`config.mk`:
```
export PLATFORM = sky130hd
export DESIGN_NAME = lcd_mode_timing_controller
export DESIGN_NICKNAME = d
export VERILOG_FILES = /design/src/rtl/lmtc_pkg.sv /design/src/rtl/lcd_mode_timing_controller.sv /design/src/rtl/lmtc_step.sv
export SDC_FILE = /design/constraint.sdc
export NUM_CORES = 1
export LEC_CHECK = 0
export BUFFER_PORTS_ARGS = -buffer_cell sky130_fd_sc_hd__buf_4
export CAP_MARGIN = 5
export CELL_PAD_IN_SITES_DETAIL_PLACEMENT = 1
export CELL_PAD_IN_SITES_GLOBAL_PLACEMENT = 2
export CORE_MARGIN = 2
export CORE_UTILIZATION = 39
export DETAILED_ROUTE_END_ITERATION = 8
export GPL_TIMING_DRIVEN = 0
export PLACE_DENSITY_LB_ADDON = 0.1
export SYNTH_ARGS = -nofsm -noshare
export SYNTH_HDL_FRONTEND = slang
export SYNTH_SLANG_ARGS = --single-unit
```
`constraint.sdc`:
```
create_clock -name clock -period 5.4 [get_ports clock]
set_clock_uncertainty 0.2 [all_clocks]
set_input_delay 1.08 -clock clock [delete_from_list [all_inputs] [get_ports clock]]
set_output_delay 1.08 -clock clock [all_outputs]
set_load 0.01 [all_outputs]
```
`src/rtl/lmtc_pkg.sv`:
```
// Shared types and constants of the LCD mode timing controller.
`default_nettype none
package lmtc_pkg;

   // Request kinds.
   localparam logic [1:0] ACT_TICK  = 2'd0;
   localparam logic [1:0] ACT_WRITE = 2'd1;
   localparam logic [1:0] ACT_READ  = 2'd2;
   localparam logic [1:0] ACT_NONE  = 2'd3;

   // Register selects.
   localparam logic [1:0] REG_CONTROL = 2'd0;
   localparam logic [1:0] REG_STATUS  = 2'd1;
   localparam logic [1:0] REG_LINE    = 2'd2;
   localparam logic [1:0] REG_COMPARE = 2'd3;

   // Mode codes held in status bits 1:0.
   localparam logic [1:0] MODE_HBLANK = 2'd0;
   localparam logic [1:0] MODE_VBLANK = 2'd1;
   localparam logic [1:0] MODE_OAM    = 2'd2;
   localparam logic [1:0] MODE_XFER   = 2'd3;

   // Phase and line lengths in dots, and the dot counter's saturation limit.
   localparam logic [10:0] DOTS_OAM    = 11'd80;
   localparam logic [10:0] DOTS_XFER   = 11'd172;
   localparam logic [10:0] DOTS_HBLANK = 11'd204;
   localparam logic [10:0] DOTS_LINE   = 11'd456;
   localparam logic [10:0] DOT_MAX     = 11'd1023;

   // Line numbers.
   localparam logic [7:0] FIRST_VBLANK = 8'd144;
   localparam logic [7:0] LAST_LINE    = 8'd153;

   // Register reset values and masks.
   localparam logic [7:0] CONTROL_RESET = 8'h91;
   localparam logic [7:0] STATUS_RESET  = 8'h85;
   localparam logic [7:0] STATUS_KEEP   = 8'h07;
   localparam logic [7:0] STATUS_WRITE  = 8'hF8;
   localparam logic [7:0] STATUS_READ   = 8'h80;

   // Status and control bit positions.
   localparam int unsigned ST_COINC     = 2;
   localparam int unsigned ST_EN_HBLANK = 3;
   localparam int unsigned ST_EN_VBLANK = 4;
   localparam int unsigned ST_EN_OAM    = 5;
   localparam int unsigned ST_EN_COINC  = 6;
   localparam int unsigned CTRL_LCD_ON  = 7;

   // Architectural state of the controller.
   typedef struct packed {
      logic [7:0] control;
      logic [7:0] status;
      logic [7:0] line;
      logic [7:0] compare;
      logic [9:0] dot;
   } lcd_state_type;

   // One request.
   typedef struct packed {
      logic [1:0] action;
      logic [7:0] cycles;
      logic [1:0] reg_sel;
      logic [7:0] write_data;
   } lcd_item_type;

   // One result.
   typedef struct packed {
      logic [7:0] read_data;
      logic       vblank_irq;
      logic       status_irq;
      logic       frame_done;
      logic       line_start;
      logic [7:0] line_num;
      logic [1:0] cur_mode;
   } lcd_result_type;

endpackage
`default_nettype wire

```
`src/rtl/lcd_mode_timing_controller.sv`:
```
// Top level of the LCD mode timing controller: request register, state and response register.
// Usage:
//   Requests arrive on the req_ channel (valid/ready). Each is a tick carrying a
//   dot count, or a read or write of the control, status, current line or line
//   compare register. Every request yields exactly one response on the rsp_
//   channel, carrying read data, the VBlank and status interrupt pulses, the
//   frame-done pulse, the line-render strobe, and the line and mode after it.
//   A request accepted at one clock edge is registered in the request register,
//   processed by a single pass of next-state logic as it advances into the
//   response register, and its response is valid from then on. One request
//   is accepted per cycle while the receiver keeps rsp_ready high; the limit is
//   the single state update per cycle in the step logic.
//   Synchronous reset empties both registers and loads control 0x91, status
//   0x85 (VBlank), line 0, compare 0 and a zero dot counter.
//   When the receiver holds rsp_ready low, the held response stays put, the
//   request register fills, and req_ready then drops until the response is taken.
`default_nettype none
module lcd_mode_timing_controller (
   input  wire logic       clock,
   input  wire logic       reset,
   input  wire logic       req_valid,
   output logic            req_ready,
   input  wire logic [1:0] req_action,
   input  wire logic [7:0] req_cycles,
   input  wire logic [1:0] req_reg_sel,
   input  wire logic [7:0] req_write_data,
   output logic            rsp_valid,
   input  wire logic       rsp_ready,
   output logic [7:0]      rsp_read_data,
   output logic            rsp_vblank_irq,
   output logic            rsp_status_irq,
   output logic            rsp_frame_done,
   output logic            rsp_line_start,
   output logic [7:0]      rsp_line_num,
   output logic [1:0]      rsp_cur_mode
);
   import lmtc_pkg::*;

   logic           in_valid_ff;
   lcd_item_type   in_item_ff;
   lcd_state_type  state_ff;
   lcd_state_type  state_in;
   logic           rsp_valid_ff;
   lcd_result_type rsp_ff;
   lcd_result_type rsp_in;
   logic           advance;

   // A request moves on when the response register is empty or being emptied.
   assign advance   = in_valid_ff && (!rsp_valid_ff || rsp_ready);
   assign req_ready = !in_valid_ff || advance;

   lmtc_step u_step (
      .cur_state (state_ff),
      .item      (in_item_ff),
      .nxt_state (state_in),
      .result    (rsp_in)
   );

   // Request register, controller state and response register.
   always_ff @(posedge clock) begin
      if (reset) begin
         in_valid_ff      <= 1'b0;
         rsp_valid_ff     <= 1'b0;
         state_ff.control <= CONTROL_RESET;
         state_ff.status  <= STATUS_RESET;
         state_ff.line    <= '0;
         state_ff.compare <= '0;
         state_ff.dot     <= '0;
      end else begin
         if (req_ready) begin
            in_valid_ff <= req_valid;
         end
         if (advance) begin
            state_ff     <= state_in;
            rsp_valid_ff <= 1'b1;
         end else if (rsp_ready) begin
            rsp_valid_ff <= 1'b0;
         end
      end
   end

   // Payload registers carry no reset.
   always_ff @(posedge clock) begin
      if (req_valid && req_ready) begin
         in_item_ff.action     <= req_action;
         in_item_ff.cycles     <= req_cycles;
         in_item_ff.reg_sel    <= req_reg_sel;
         in_item_ff.write_data <= req_write_data;
      end
      if (advance) begin
         rsp_ff <= rsp_in;
      end
   end

   assign rsp_valid      = rsp_valid_ff;
   assign rsp_read_data  = rsp_ff.read_data;
   assign rsp_vblank_irq = rsp_ff.vblank_irq;
   assign rsp_status_irq = rsp_ff.status_irq;
   assign rsp_frame_done = rsp_ff.frame_done;
   assign rsp_line_start = rsp_ff.line_start;
   assign rsp_line_num   = rsp_ff.line_num;
   assign rsp_cur_mode   = rsp_ff.cur_mode;

   // The line counter never leaves the frame.
   a_line_range : assert property (@(posedge clock) disable iff (reset)
      rsp_valid_ff |-> (rsp_ff.line_num <= LAST_LINE))
      else $error("line number beyond the last line");

   // A VBlank interrupt comes only with entry to VBlank.
   a_vblank_mode : assert property (@(posedge clock) disable iff (reset)
      (rsp_valid_ff && rsp_ff.vblank_irq) |-> (rsp_ff.cur_mode == MODE_VBLANK))
      else $error("VBlank interrupt outside VBlank");

   // Frame completion is reported on the first VBlank line.
   a_frame_line : assert property (@(posedge clock) disable iff (reset)
      (rsp_valid_ff && rsp_ff.frame_done) |->
         (rsp_ff.line_num == FIRST_VBLANK && rsp_ff.vblank_irq))
      else $error("frame done away from the first VBlank line");

   // The render strobe comes with entry to transfer on a visible line.
   a_line_start : assert property (@(posedge clock) disable iff (reset)
      (rsp_valid_ff && rsp_ff.line_start) |->
         (rsp_ff.cur_mode == MODE_XFER && rsp_ff.line_num < FIRST_VBLANK))
      else $error("line start outside transfer on a visible line");

   // State moves only when a request is processed.
   a_state_hold : assert property (@(posedge clock) disable iff (reset)
      $past(!reset && !advance) |-> $stable(state_ff))
      else $error("state changed without a request");

endmodule
`default_nettype wire

```
`src/rtl/lmtc_step.sv`:
```
// Next-state and result logic for one request of the LCD mode timing controller.
`default_nettype none
module lmtc_step (
   input  lmtc_pkg::lcd_state_type  cur_state,
   input  lmtc_pkg::lcd_item_type   item,
   output lmtc_pkg::lcd_state_type  nxt_state,
   output lmtc_pkg::lcd_result_type result
);
   import lmtc_pkg::*;

   logic [10:0] dots;
   logic [7:0]  line_inc;
   logic        lcd_on;
   logic        coinc;

   always_comb begin
      nxt_state = cur_state;
      result    = '0;
      lcd_on    = cur_state.control[CTRL_LCD_ON];
      dots      = {1'b0, cur_state.dot} + {3'b000, item.cycles};
      line_inc  = cur_state.line + 8'd1;
      coinc     = 1'b0;

      unique case (item.action)
         // While the LCD is on, a tick adds its dots and makes at most one mode transition.
         ACT_TICK: begin
            if (lcd_on) begin
               unique case (cur_state.status[1:0])
                  MODE_OAM: begin
                     if (dots >= DOTS_OAM) begin
                        dots = dots - DOTS_OAM;
                        nxt_state.status[1:0] = MODE_XFER;
                        result.line_start = (cur_state.line < FIRST_VBLANK);
                     end
                  end
                  MODE_XFER: begin
                     if (dots >= DOTS_XFER) begin
                        dots = dots - DOTS_XFER;
                        nxt_state.status[1:0] = MODE_HBLANK;
                        if (cur_state.status[ST_EN_HBLANK]) result.status_irq = 1'b1;
                     end
                  end
                  MODE_HBLANK: begin
                     if (dots >= DOTS_HBLANK) begin
                        dots = dots - DOTS_HBLANK;
                        nxt_state.line = line_inc;
                        coinc = (line_inc == cur_state.compare);
                        nxt_state.status[ST_COINC] = coinc;
                        if (coinc && cur_state.status[ST_EN_COINC]) result.status_irq = 1'b1;
                        if (line_inc == FIRST_VBLANK) begin
                           result.frame_done = 1'b1;
                           result.vblank_irq = 1'b1;
                           nxt_state.status[1:0] = MODE_VBLANK;
                           if (cur_state.status[ST_EN_VBLANK]) result.status_irq = 1'b1;
                        end else begin
                           nxt_state.status[1:0] = MODE_OAM;
                           if (cur_state.status[ST_EN_OAM]) result.status_irq = 1'b1;
                        end
                     end
                  end
                  MODE_VBLANK: begin
                     if (dots >= DOTS_LINE) begin
                        dots = dots - DOTS_LINE;
                        if (line_inc > LAST_LINE) begin
                           nxt_state.line = '0;
                           nxt_state.status[1:0] = MODE_OAM;
                           if (cur_state.status[ST_EN_OAM]) result.status_irq = 1'b1;
                           coinc = (cur_state.compare == 8'd0);
                        end else begin
                           nxt_state.line = line_inc;
                           coinc = (line_inc == cur_state.compare);
                        end
                        nxt_state.status[ST_COINC] = coinc;
                        if (coinc && cur_state.status[ST_EN_COINC]) result.status_irq = 1'b1;
                     end
                  end
                  default: ;
               endcase
               // The dot counter saturates rather than wrapping.
               nxt_state.dot = (dots > DOT_MAX) ? DOT_MAX[9:0] : dots[9:0];
            end
         end

         // Register writes; the current line register ignores writes.
         ACT_WRITE: begin
            unique case (item.reg_sel)
               REG_CONTROL: begin
                  nxt_state.control = item.write_data;
                  if (lcd_on && !item.write_data[CTRL_LCD_ON]) begin
                     nxt_state.line = '0;
                     nxt_state.dot  = '0;
                     nxt_state.status[1:0] = MODE_HBLANK;
                  end
               end
               REG_STATUS: begin
                  nxt_state.status = (cur_state.status & STATUS_KEEP)
                                   | (item.write_data & STATUS_WRITE);
               end
               REG_COMPARE: begin
                  nxt_state.compare = item.write_data;
                  if (lcd_on) begin
                     coinc = (cur_state.line == item.write_data);
                     nxt_state.status[ST_COINC] = coinc;
                     if (coinc && cur_state.status[ST_EN_COINC]) result.status_irq = 1'b1;
                  end
               end
               REG_LINE: ;
               default: ;
            endcase
         end

         // Register reads; status always reads with its top bit set.
         ACT_READ: begin
            unique case (item.reg_sel)
               REG_CONTROL: result.read_data = cur_state.control;
               REG_STATUS:  result.read_data = cur_state.status | STATUS_READ;
               REG_LINE:    result.read_data = cur_state.line;
               REG_COMPARE: result.read_data = cur_state.compare;
               default:     result.read_data = '0;
            endcase
         end

         ACT_NONE: ;
         default: ;
      endcase

      result.line_num = nxt_state.line;
      result.cur_mode = nxt_state.status[1:0];
   end

endmodule
`default_nettype wire
```
# [Word-level counts from Yosys, hierarchy flattened]
# Cells that the tools add are included.
[totals] ff_bits=84
[classes] addsub=6 mux=58 order_cmp=7 n_reduce_logical=24 bitwise=1 eq_ne=19
[ops] op="$mux W11" count=9
[ops] op="$mux W10" count=5
[ops] op="$pmux W11 S4" count=1
[ops] op="$pmux W8 S4" count=1
[ops] op="$mux W1" count=25
[ops] op="$ge A11 B8 Y1 const B" count=2
[ops] op="$pmux W11 S2" count=1
[ops] op="$sub A11 B8 Y11 const B" count=2
[ops] op="$pmux W10 S2" count=1
[ops] op="$eq A8 B8 Y1" count=2
[ops] op="$mux W8" count=2
[ops] op="$pmux W8 S2" count=1
[ops] op="$add A10 B8 Y11" count=1
[ops] op="$ge A11 B7 Y1 const B" count=1
[ops] op="$ge A11 B9 Y1 const B" count=1
[ops] op="$gt A11 B10 Y1 const B" count=1
[ops] op="$sub A11 B7 Y11 const B" count=1
[ops] op="$sub A11 B9 Y11 const B" count=1
[ops] op="$eq A2 B2 Y1 const B" count=5
[ops] op="$reduce_and A3 Y1" count=3
[ops] op="$add A8 B1 Y8 const B" count=1
[ops] op="$eq A8 B8 Y1 const B" count=1
[ops] op="$gt A8 B8 Y1 const B" count=1
[ops] op="$logic_not A8 Y1" count=1
[ops] op="other kinds (22)" count=45

# [Depth between registers and ports, before layout]
# Gate-level depths: netlist (run 1).
[depth] word_depth=13 mapped_depth=18 ltp_nobuf=16

# [Hierarchy]
# Synthesis (run 1) repeated with hierarchy kept, for this count alone.
[unflattened] cells_unflattened=716 hier_area_um2=6693.9
[modules_own_cells] mod="lmtc_step" cells_each=482 n_inst=1 area_per_inst_um2=3494.6
[modules_own_cells] mod="lcd_mode_timing_controller" cells_each=234 n_inst=1 area_per_inst_um2=3199.3

# [Worst setup path after synthesis (run 1)]
# No wires, ideal clock.
[synth_timing] kind="flip-flop to flip-flop" startpoint="register in_item_ff[10] (netlist name)" endpoint="register rsp_ff, in the netlist rsp_line_num[2], data pin" arrival_ps=3659 n_path_buf=2 path_stages_with_launch=18 path_slack_ps=1276 setup_time_ps=265 period_less_slack_ps=4124 cell_sequence="edfxtp_1 > ha_1 > fa_1 > a211oi_2 > nor3b_1 > nor2_1 > inv_1 > ha_1 > nand2_1 > a31oi_1 > mux2i_1 > nand4_4 > and2_4 > buf_6 > a21oi_4 > buf_6 > mux2i_1 > o21ai_0"
[synth_lines] item="start: declaration" line_no="lcd_mode_timing_controller.sv:40" rtl="lcd_item_type in_item_ff;"
[synth_lines] item="end signal: assignment" line_no="lcd_mode_timing_controller.sv:91" rtl="rsp_ff <= rsp_in;"
[synth_lines] item="end: declaration" line_no="lcd_mode_timing_controller.sv:44" rtl="lcd_result_type rsp_ff;"

==> results.md, run 1 <==
- Routed vias/inst: 5.92
- Commonest non-fill, non-tap cells in the layout: nand2_1, buf_4, nor2_1, dfxtp_1, edfxtp_1
- Total of max-cap violations: 0
- Final Max Slew Viols: 0
- Synth Area in Adders: 4.42%
- Post-synthesis compound-gate area fraction: 24.3%
- Final setup margin: 0.374 ns
- Yosys cell types: 101
- Final hold vios: 0
- Placer Congestion: 0.921
- Max_slew headroom: 30.5%
- Crit path depth: 18
- Critical path type: reg -> reg
- IO Pins: 48
- H-tree Lvls: 3
- Critical Path Fanout Max: 11
- Clock Path Buffers: 2
- Largest net degree at the start of global routing: 29
- Die X: 129 µm
- CP endpoint kind: flip-flop
- Critical Path RT: 5.29 ns
- RSZ-0062 raised after global routing: no
- CTS Hold Bufs: 0
- DRT Wirelength: 20.8 mm
- Cell Area, Synth: 0.00612 mm²
- Final setup vio count: 0
- Area Growth Syn to Fin: 14.6%
- # diodes: 0
- Crit path DAT: 4.92 ns
- Detailed Routing Iterations Pass 1: 5
- Fin crit period: 5.03 ns
- Leakage power: 0.00260 µW
- Count of input and output buffers: 46
- Commonest non-fill, non-tap cell in the layout: nand2_1
- Hold Path Class: reg -> reg
- Via count: 5477
- Worst ir drop on vdd: 0.000129 V
- Family with the most delay on the worst path: adder cells
- Multiplexer area fraction after synthesis: 7.08%
- Main combinational cell family by area after synthesis: compound AO/OA/AOI/OAI gates
- Global-route wire length before repair: 32.7 mm
- Max stage delay on crit path: 0.43 ns
- Pwr dens: 227 mW/mm²
- Hold depth: 2
- Post-synthesis sequential area ratio: 34.2%
- Grt ovf: 0
- Clock root cell: clkbuf_16
- XOR/XNOR share of the synthesized area: 6.24%
- Vias in the first global route: 5725
- Initial core utilization: 40.1%
- Fin nets: 754
- Area of the core: 0.0153 mm²
- Actual slew at the worst max-slew pin: 1.04 ns
- Run status: finished, final reports clean
- Post-CTS Setup Bufs: 0
- CP Cell Sequence: ha_1, fa_1, a211oi_2, nor3b_1, nor2_1, inv_1, ha_1, inv_1, a311oi_1, mux2i_1, nand4_4, and2_4, buf_6, a21oi_4, buf_6, nand2_1, o21ai_1, o21ai_0
- Clock slew at reported path FFs: 0.07 ns
- Gr usage total: 25.6%
- Yosys top cell by area: edfxtp_1
- Initial drt markers: 357
- Register bit total from synthesis: 84
- Die ar.: 0.0167 mm²
- Fill count: 1764
- Crit path buf inv count: 4
- Syn Area/Cell: 9.38 µm²
- R2R cell count: 18
- Startpoint types: flip-flop
- CTS buffer count: 9
- Post-Synth Simple-Gate Area: 19.4%
- Die Ht: 129 µm
- Place WS: 0.397 ns
- Max Freq: 199 MHz
- Reg area: 0.00209 mm²
- # clock sinks: 84
- Synth top area share: 20.1%
- EDFF count, synth: 41
- Post-CTS sizing: 0
- CTS tree: built
- Initial antenna violation count: 0
- Setup TNS: 0 ns
- YS warnings: 0
- DPL Wire Length: 15.7 mm
- Post-route ant nets: 0
- Synth area leaders: edfxtp_1, dfxtp_1, ha_1, mux2i_1, xnor2_1
- Syn Inst Count: 652
- Hold WS: 0.270 ns
- Synth async-reset ratio: 0%
- Ys flop type: dfxtp_1
- Rows: 45
- Area of the multi-input gates: 0.00376 mm²
- Drt wl/cell: 22.4 µm
- Fraction of layout cells with a size suffix above 1: 18.9%
- # DRC: 0
- Fin crit share: 93.1%
- Slowest library cell on the worst path: fa_1
- Clock Latency Late Sink: 0.35 ns
- Syn nets: 697
==> stage by stage <==
| step | util (%) | instances | total power, µW | instance area, µm² |
|---|---|---|---|---|
| 4_1_cts | 45.9 | 925 | 1590 | 7010 |
| 3_5_place_dp | 44.1 | 909 | 992 | 6730 |
| 6_report | 45.9 | 925 | 1590 | 7010 |
| 3_3_place_gp | 44.1 | 909 | 985 | 6730 |
| 5_1_grt | 45.9 | 925 | 1640 | 7010 |
| 2_1_floorplan | - | 652 | 897 | 6120 |
==> cell usage after synthesis (12+ instances only) <==
library cell,instances
nand2_1,57
nor2_1,48
dfxtp_1,43
edfxtp_1,41
a21oi_1,38
o21ai_0,34
nand3_1,26
mux2i_1,25
xnor2_1,25
clkbuf_1,23
ha_1,20
nor2b_1,17
a31oi_1,15
nor3_1,15
o211ai_1,12
==> layer usage <==
layer	vias up	part of all wire (%)	global-route usage, %
met5	-	0	0
met4	0	1.8	7.35
met3	27	2.3	2.39
met2	105	52	47.3
met1	2755	44	31.7
li1	2590	-	-
==> flip-flops by register name, summed over array words and instances (netlist names) <==
| name | cells |
|---|---|
| in_item_ff | 20 |
| in_valid_ff | 1 |
| rsp_cur_mode | 2 |
| rsp_frame_done | 1 |
| rsp_line_num | 8 |
| rsp_line_start | 1 |
| rsp_read_data | 8 |
| rsp_status_irq | 1 |
| rsp_valid | 1 |
| state_ff | 41 |
==> logic make-up (layout without fill, tap and decap cells) <==
| logic type | count (synthesis) | count (layout) |
|---|---|---|
| adders and majority gates | 21 | 21 |
| AOI/OAI and AO/OA | 198 | 198 |
| and+or+nand+nor | 224 | 224 |
| buffers and inverters | 56 | 118 |
| xor gates and xnor gates | 35 | 35 |
| DFF | 84 | 84 |
| muxes | 34 | 34 |
==> path summary, 6_finish.rpt <==
check	startpoint	end	slack, ns
worst max-delay path	in_item_ff[10]$_DFFE_PP_	rsp_line_num[3]$_DFFE_PP_	0.37
worst min-delay path	state_ff[0]$_SDFFE_PP0P_	state_ff[0]$_SDFFE_PP0P_	0.27
worst max register to register	in_item_ff[10]$_DFFE_PP_	rsp_line_num[3]$_DFFE_PP_	0.37
worst min register to register	state_ff[0]$_SDFFE_PP0P_	state_ff[0]$_SDFFE_PP0P_	0.27
==> worst register-to-register path, stage by stage, from the launching register on <==
cell and delay [ns]:
edfxtp_1 0.37, ha_1 0.25, fa_1 0.43, a211oi_2 0.40
nor3b_1 0.13, nor2_1 0.39, inv_1 0.32, ha_1 0.38
inv_1 0.11, a311oi_1 0.05, mux2i_1 0.30, nand4_4 0.18
and2_4 0.21, buf_6 0.15, a21oi_4 0.19, buf_6 0.19
nand2_1 0.14, o21ai_1 0.26, o21ai_0 0.11
==> cell type report <==
| type | count | share of cell area, % |
|---|---|---|
| buffer | 42 | 3.09 |
| clock buffer | 10 | 3.27 |
| clock inverter | 6 | 0.768 |
| inverter | 14 | 0.750 |
| multi-input combinational | 512 | 53.6 |
| sequential | 84 | 29.8 |
| tap | 211 | 3.77 |
| timing repair buffer | 46 | 4.93 |
==> power breakdown <==
part           total (µW)  internal, µW  leakage [µW]  switching (µW)
Combinational         279           100       0.00172             179
Sequential            702           689      0.000744            13.7
Clock                 607           322      0.000136             285
No activity file was read; power rests on OpenSTA's default activity.
==> run 2: changes to the inputs <==
CORE_ASPECT_RATIO = 0.6   (was unset)
==> results.md, run 2 (same netlist as run 1, synthesis figures left out) <==
- Pwr dens: 228 mW/mm² (+0.49%)
- Hold WS: 0.262 ns (-0.00833 ns)
- Initial antenna violation count: 0 (unchanged)
- Area Growth Syn to Fin: 14.5% (about the same)
- IO Pins: 48 (unchanged)
- Critical Path Fanout Max: 11 (unchanged)
- Area of the core: 0.0153 mm² (+0.45%)
- Max_slew headroom: 21.9% (-8.6 points)
- Grt met1 use: 43.9% (+12 points)
- Final Max Slew Viols: 0 (unchanged)
- Largest net degree at the start of global routing: 29 (unchanged)
- Clock Latency Late Sink: 0.35 ns (about the same)
- Die Ht: 101 µm (-22%)
- Worst ir drop on vdd: 0.000127 V (-1.3%)
- Post-route ant nets: 0 (unchanged)
- Clock Path Buffers: 2 (unchanged)
- # clock sinks: 84 (unchanged)
- Post-CTS Setup Bufs: 0 (unchanged)
- Die X: 166 µm (+28%)
- Clock slew at reported path FFs: 0.07 ns (about the same)
- Met2 GRT Util: 36.6% (-11 points)
- DRT Wirelength: 22.4 mm (+8.0%)
- Hold Path Class: reg -> reg
- Commonest non-fill, non-tap cell in the layout: nand2_1
- Run status: finished, final reports clean
- Rows: 35 (-22%)
- Largest regs: state_ff (41), in_item_ff (20)
- Final setup vio count: 0 (unchanged)
- Max Freq: 195 MHz (-2.1%)
- Die ar.: 0.0167 mm² (+0.20%)
- CP endpoint kind: flip-flop
- Initial drt markers: 448 (+25%)
- Met3 Usage GRT: 6.95% (+4.6 points)
- RSZ-0062 raised after global routing: no
- H-tree Lvls: 3 (unchanged)
- Leakage power: 0.00260 µW (about the same)
- Vias in the first global route: 5648 (-1.3%)
- Grt ovf: 0 (unchanged)
- Busiest grt layer: met1
- Gr usage total: 27.3% (+1.7 points)
- Fin crit share: 95.0% (+2.0 points)
- Drt wl/cell: 24.4 µm (+9.0%)
- # DRC: 0 (unchanged)
- Clock root cell: clkbuf_16
- Placer Congestion: 0.932 (+1.2%)
- Actual slew at the worst max-slew pin: 1.17 ns (+0.135 ns)
- Commonest non-fill, non-tap cells in the layout: nand2_1, buf_4, nor2_1, dfxtp_1, edfxtp_1
- Global-route wire length before repair: 34.7 mm (+6.0%)
- Count of input and output buffers: 46 (unchanged)
- Total of max-cap violations: 0 (unchanged)
- DPL Wire Length: 17.3 mm (+10%)
- Routed vias/inst: 6.15 (+3.8%)
- CTS buffer count: 9 (unchanged)
- Critical Path RT: 5.45 ns (+0.16 ns)
- Setup TNS: 0 ns (unchanged)
- Final hold vios: 0 (unchanged)
- # diodes: 0 (unchanged)
- Detailed Routing Iterations Pass 1: 5 (unchanged)
- Fin nets: 754 (unchanged)
- Max reg flops: 41 (unchanged)
- Fraction of layout cells with a size suffix above 1: 19.3% (+0.42 points)
- CTS tree: built
- Crit path DAT: 5.18 ns (+0.26 ns)
- Biggest register: state_ff
- Critical path type: reg -> reg
- Via count: 5638 (+2.9%)
- Initial core utilization: 39.9% (-0.18 points)
- Fin crit period: 5.13 ns (+0.105 ns)
- Startpoint types: flip-flop
## run 2: cell count changes in the layout (fill, tap and decap cells not counted)
cell / previous run / this run
nor2_2: 2 / 3
clkinv_2: 0 / 1
clkbuf_1: 24 / 23
inv_6: 4 / 3
nor2_1: 48 / 47
inv_8: 1 / 0
mux2i_1: 25 / 24
clkinv_4: 0 / 2
mux2i_2: 1 / 2
## run 2: area by class of cell
| class | instances | area [µm²] |
|---|---|---|
| Fill cell | 1780 | 8320 |
| Multi-Input combinational cell | 512 | 3760 |
| Sequential cell | 84 | 2090 |
| Timing Repair Buffer | 46 | 345 |
| Tap cell | 203 | 254 |
| Clock buffer | 9 | 225 |
| Buffer | 42 | 216 |
| Clock inverter | 7 | 56.3 |
| Inverter | 14 | 52.6 |
## run 2: path summary, 6_finish.rpt
| path | start | to | slack (ns) | cells past startpoint |
|---|---|---|---|---|
| max | in_item_ff[10]$_DFFE_PP_ | state_ff[5]$_SDFFE_PP0P_ | 0.27 | 15 |
| min | state_ff[0]$_SDFFE_PP0P_ | state_ff[0]$_SDFFE_PP0P_ | 0.26 | 2 |
| max reg2reg | in_item_ff[10]$_DFFE_PP_ | state_ff[5]$_SDFFE_PP0P_ | 0.27 | 15 |
| min reg2reg | state_ff[0]$_SDFFE_PP0P_ | state_ff[0]$_SDFFE_PP0P_ | 0.26 | 2 |
## run 2: per-stage QoR
stage               instances  cell area [µm²]  utilization, %  worst slack, ns  power, µW
floorplan                 652             6120               -             1.28        897
global placement          901             6720            43.8            0.346        993
detailed placement        901             6720            43.8            0.311        998
CTS                       917             7000            45.7            0.257       1610
global route              917             7000            45.7           0.0132       1660
finish                    917             7000            45.7            0.268       1600
## run 2: repair_timing
| action | 4_1_cts | 5_1_grt |
|---|---|---|
| resized for setup | 0 | 2 |
| setup endpoints to repair | 0 | 21 |
| hold buffers | 0 | 0 |
| hold endpoints to repair | 0 | 0 |
## run 2: routing by layer
metal,wire length (µm),part of all wire (%)
met5,0,0
met1,11700,52
met2,8550,38
met4,111,0.50
met3,2010,9.0
## run 2: critical path: stages (launching register included)
cell and delay [ns]:
edfxtp_1 0.37, ha_1 0.25, fa_1 0.45, a211oi_2 0.43
nor3b_1 0.15, nor2_2 0.30, inv_1 0.26, ha_1 0.38
and4b_2 0.29, nor3_1 0.60, nor3_1 0.15, a21oi_1 0.20
a31oi_1 0.15, a22oi_4 0.47, a2111oi_4 0.12, a211oi_1 0.24
## run 2: report_power, final
part	switching (µW)	internal, µW	total (µW)
registers	14.2	689	703
logic	190	100	290
clock network	284	318	602
total	488	1110	1600
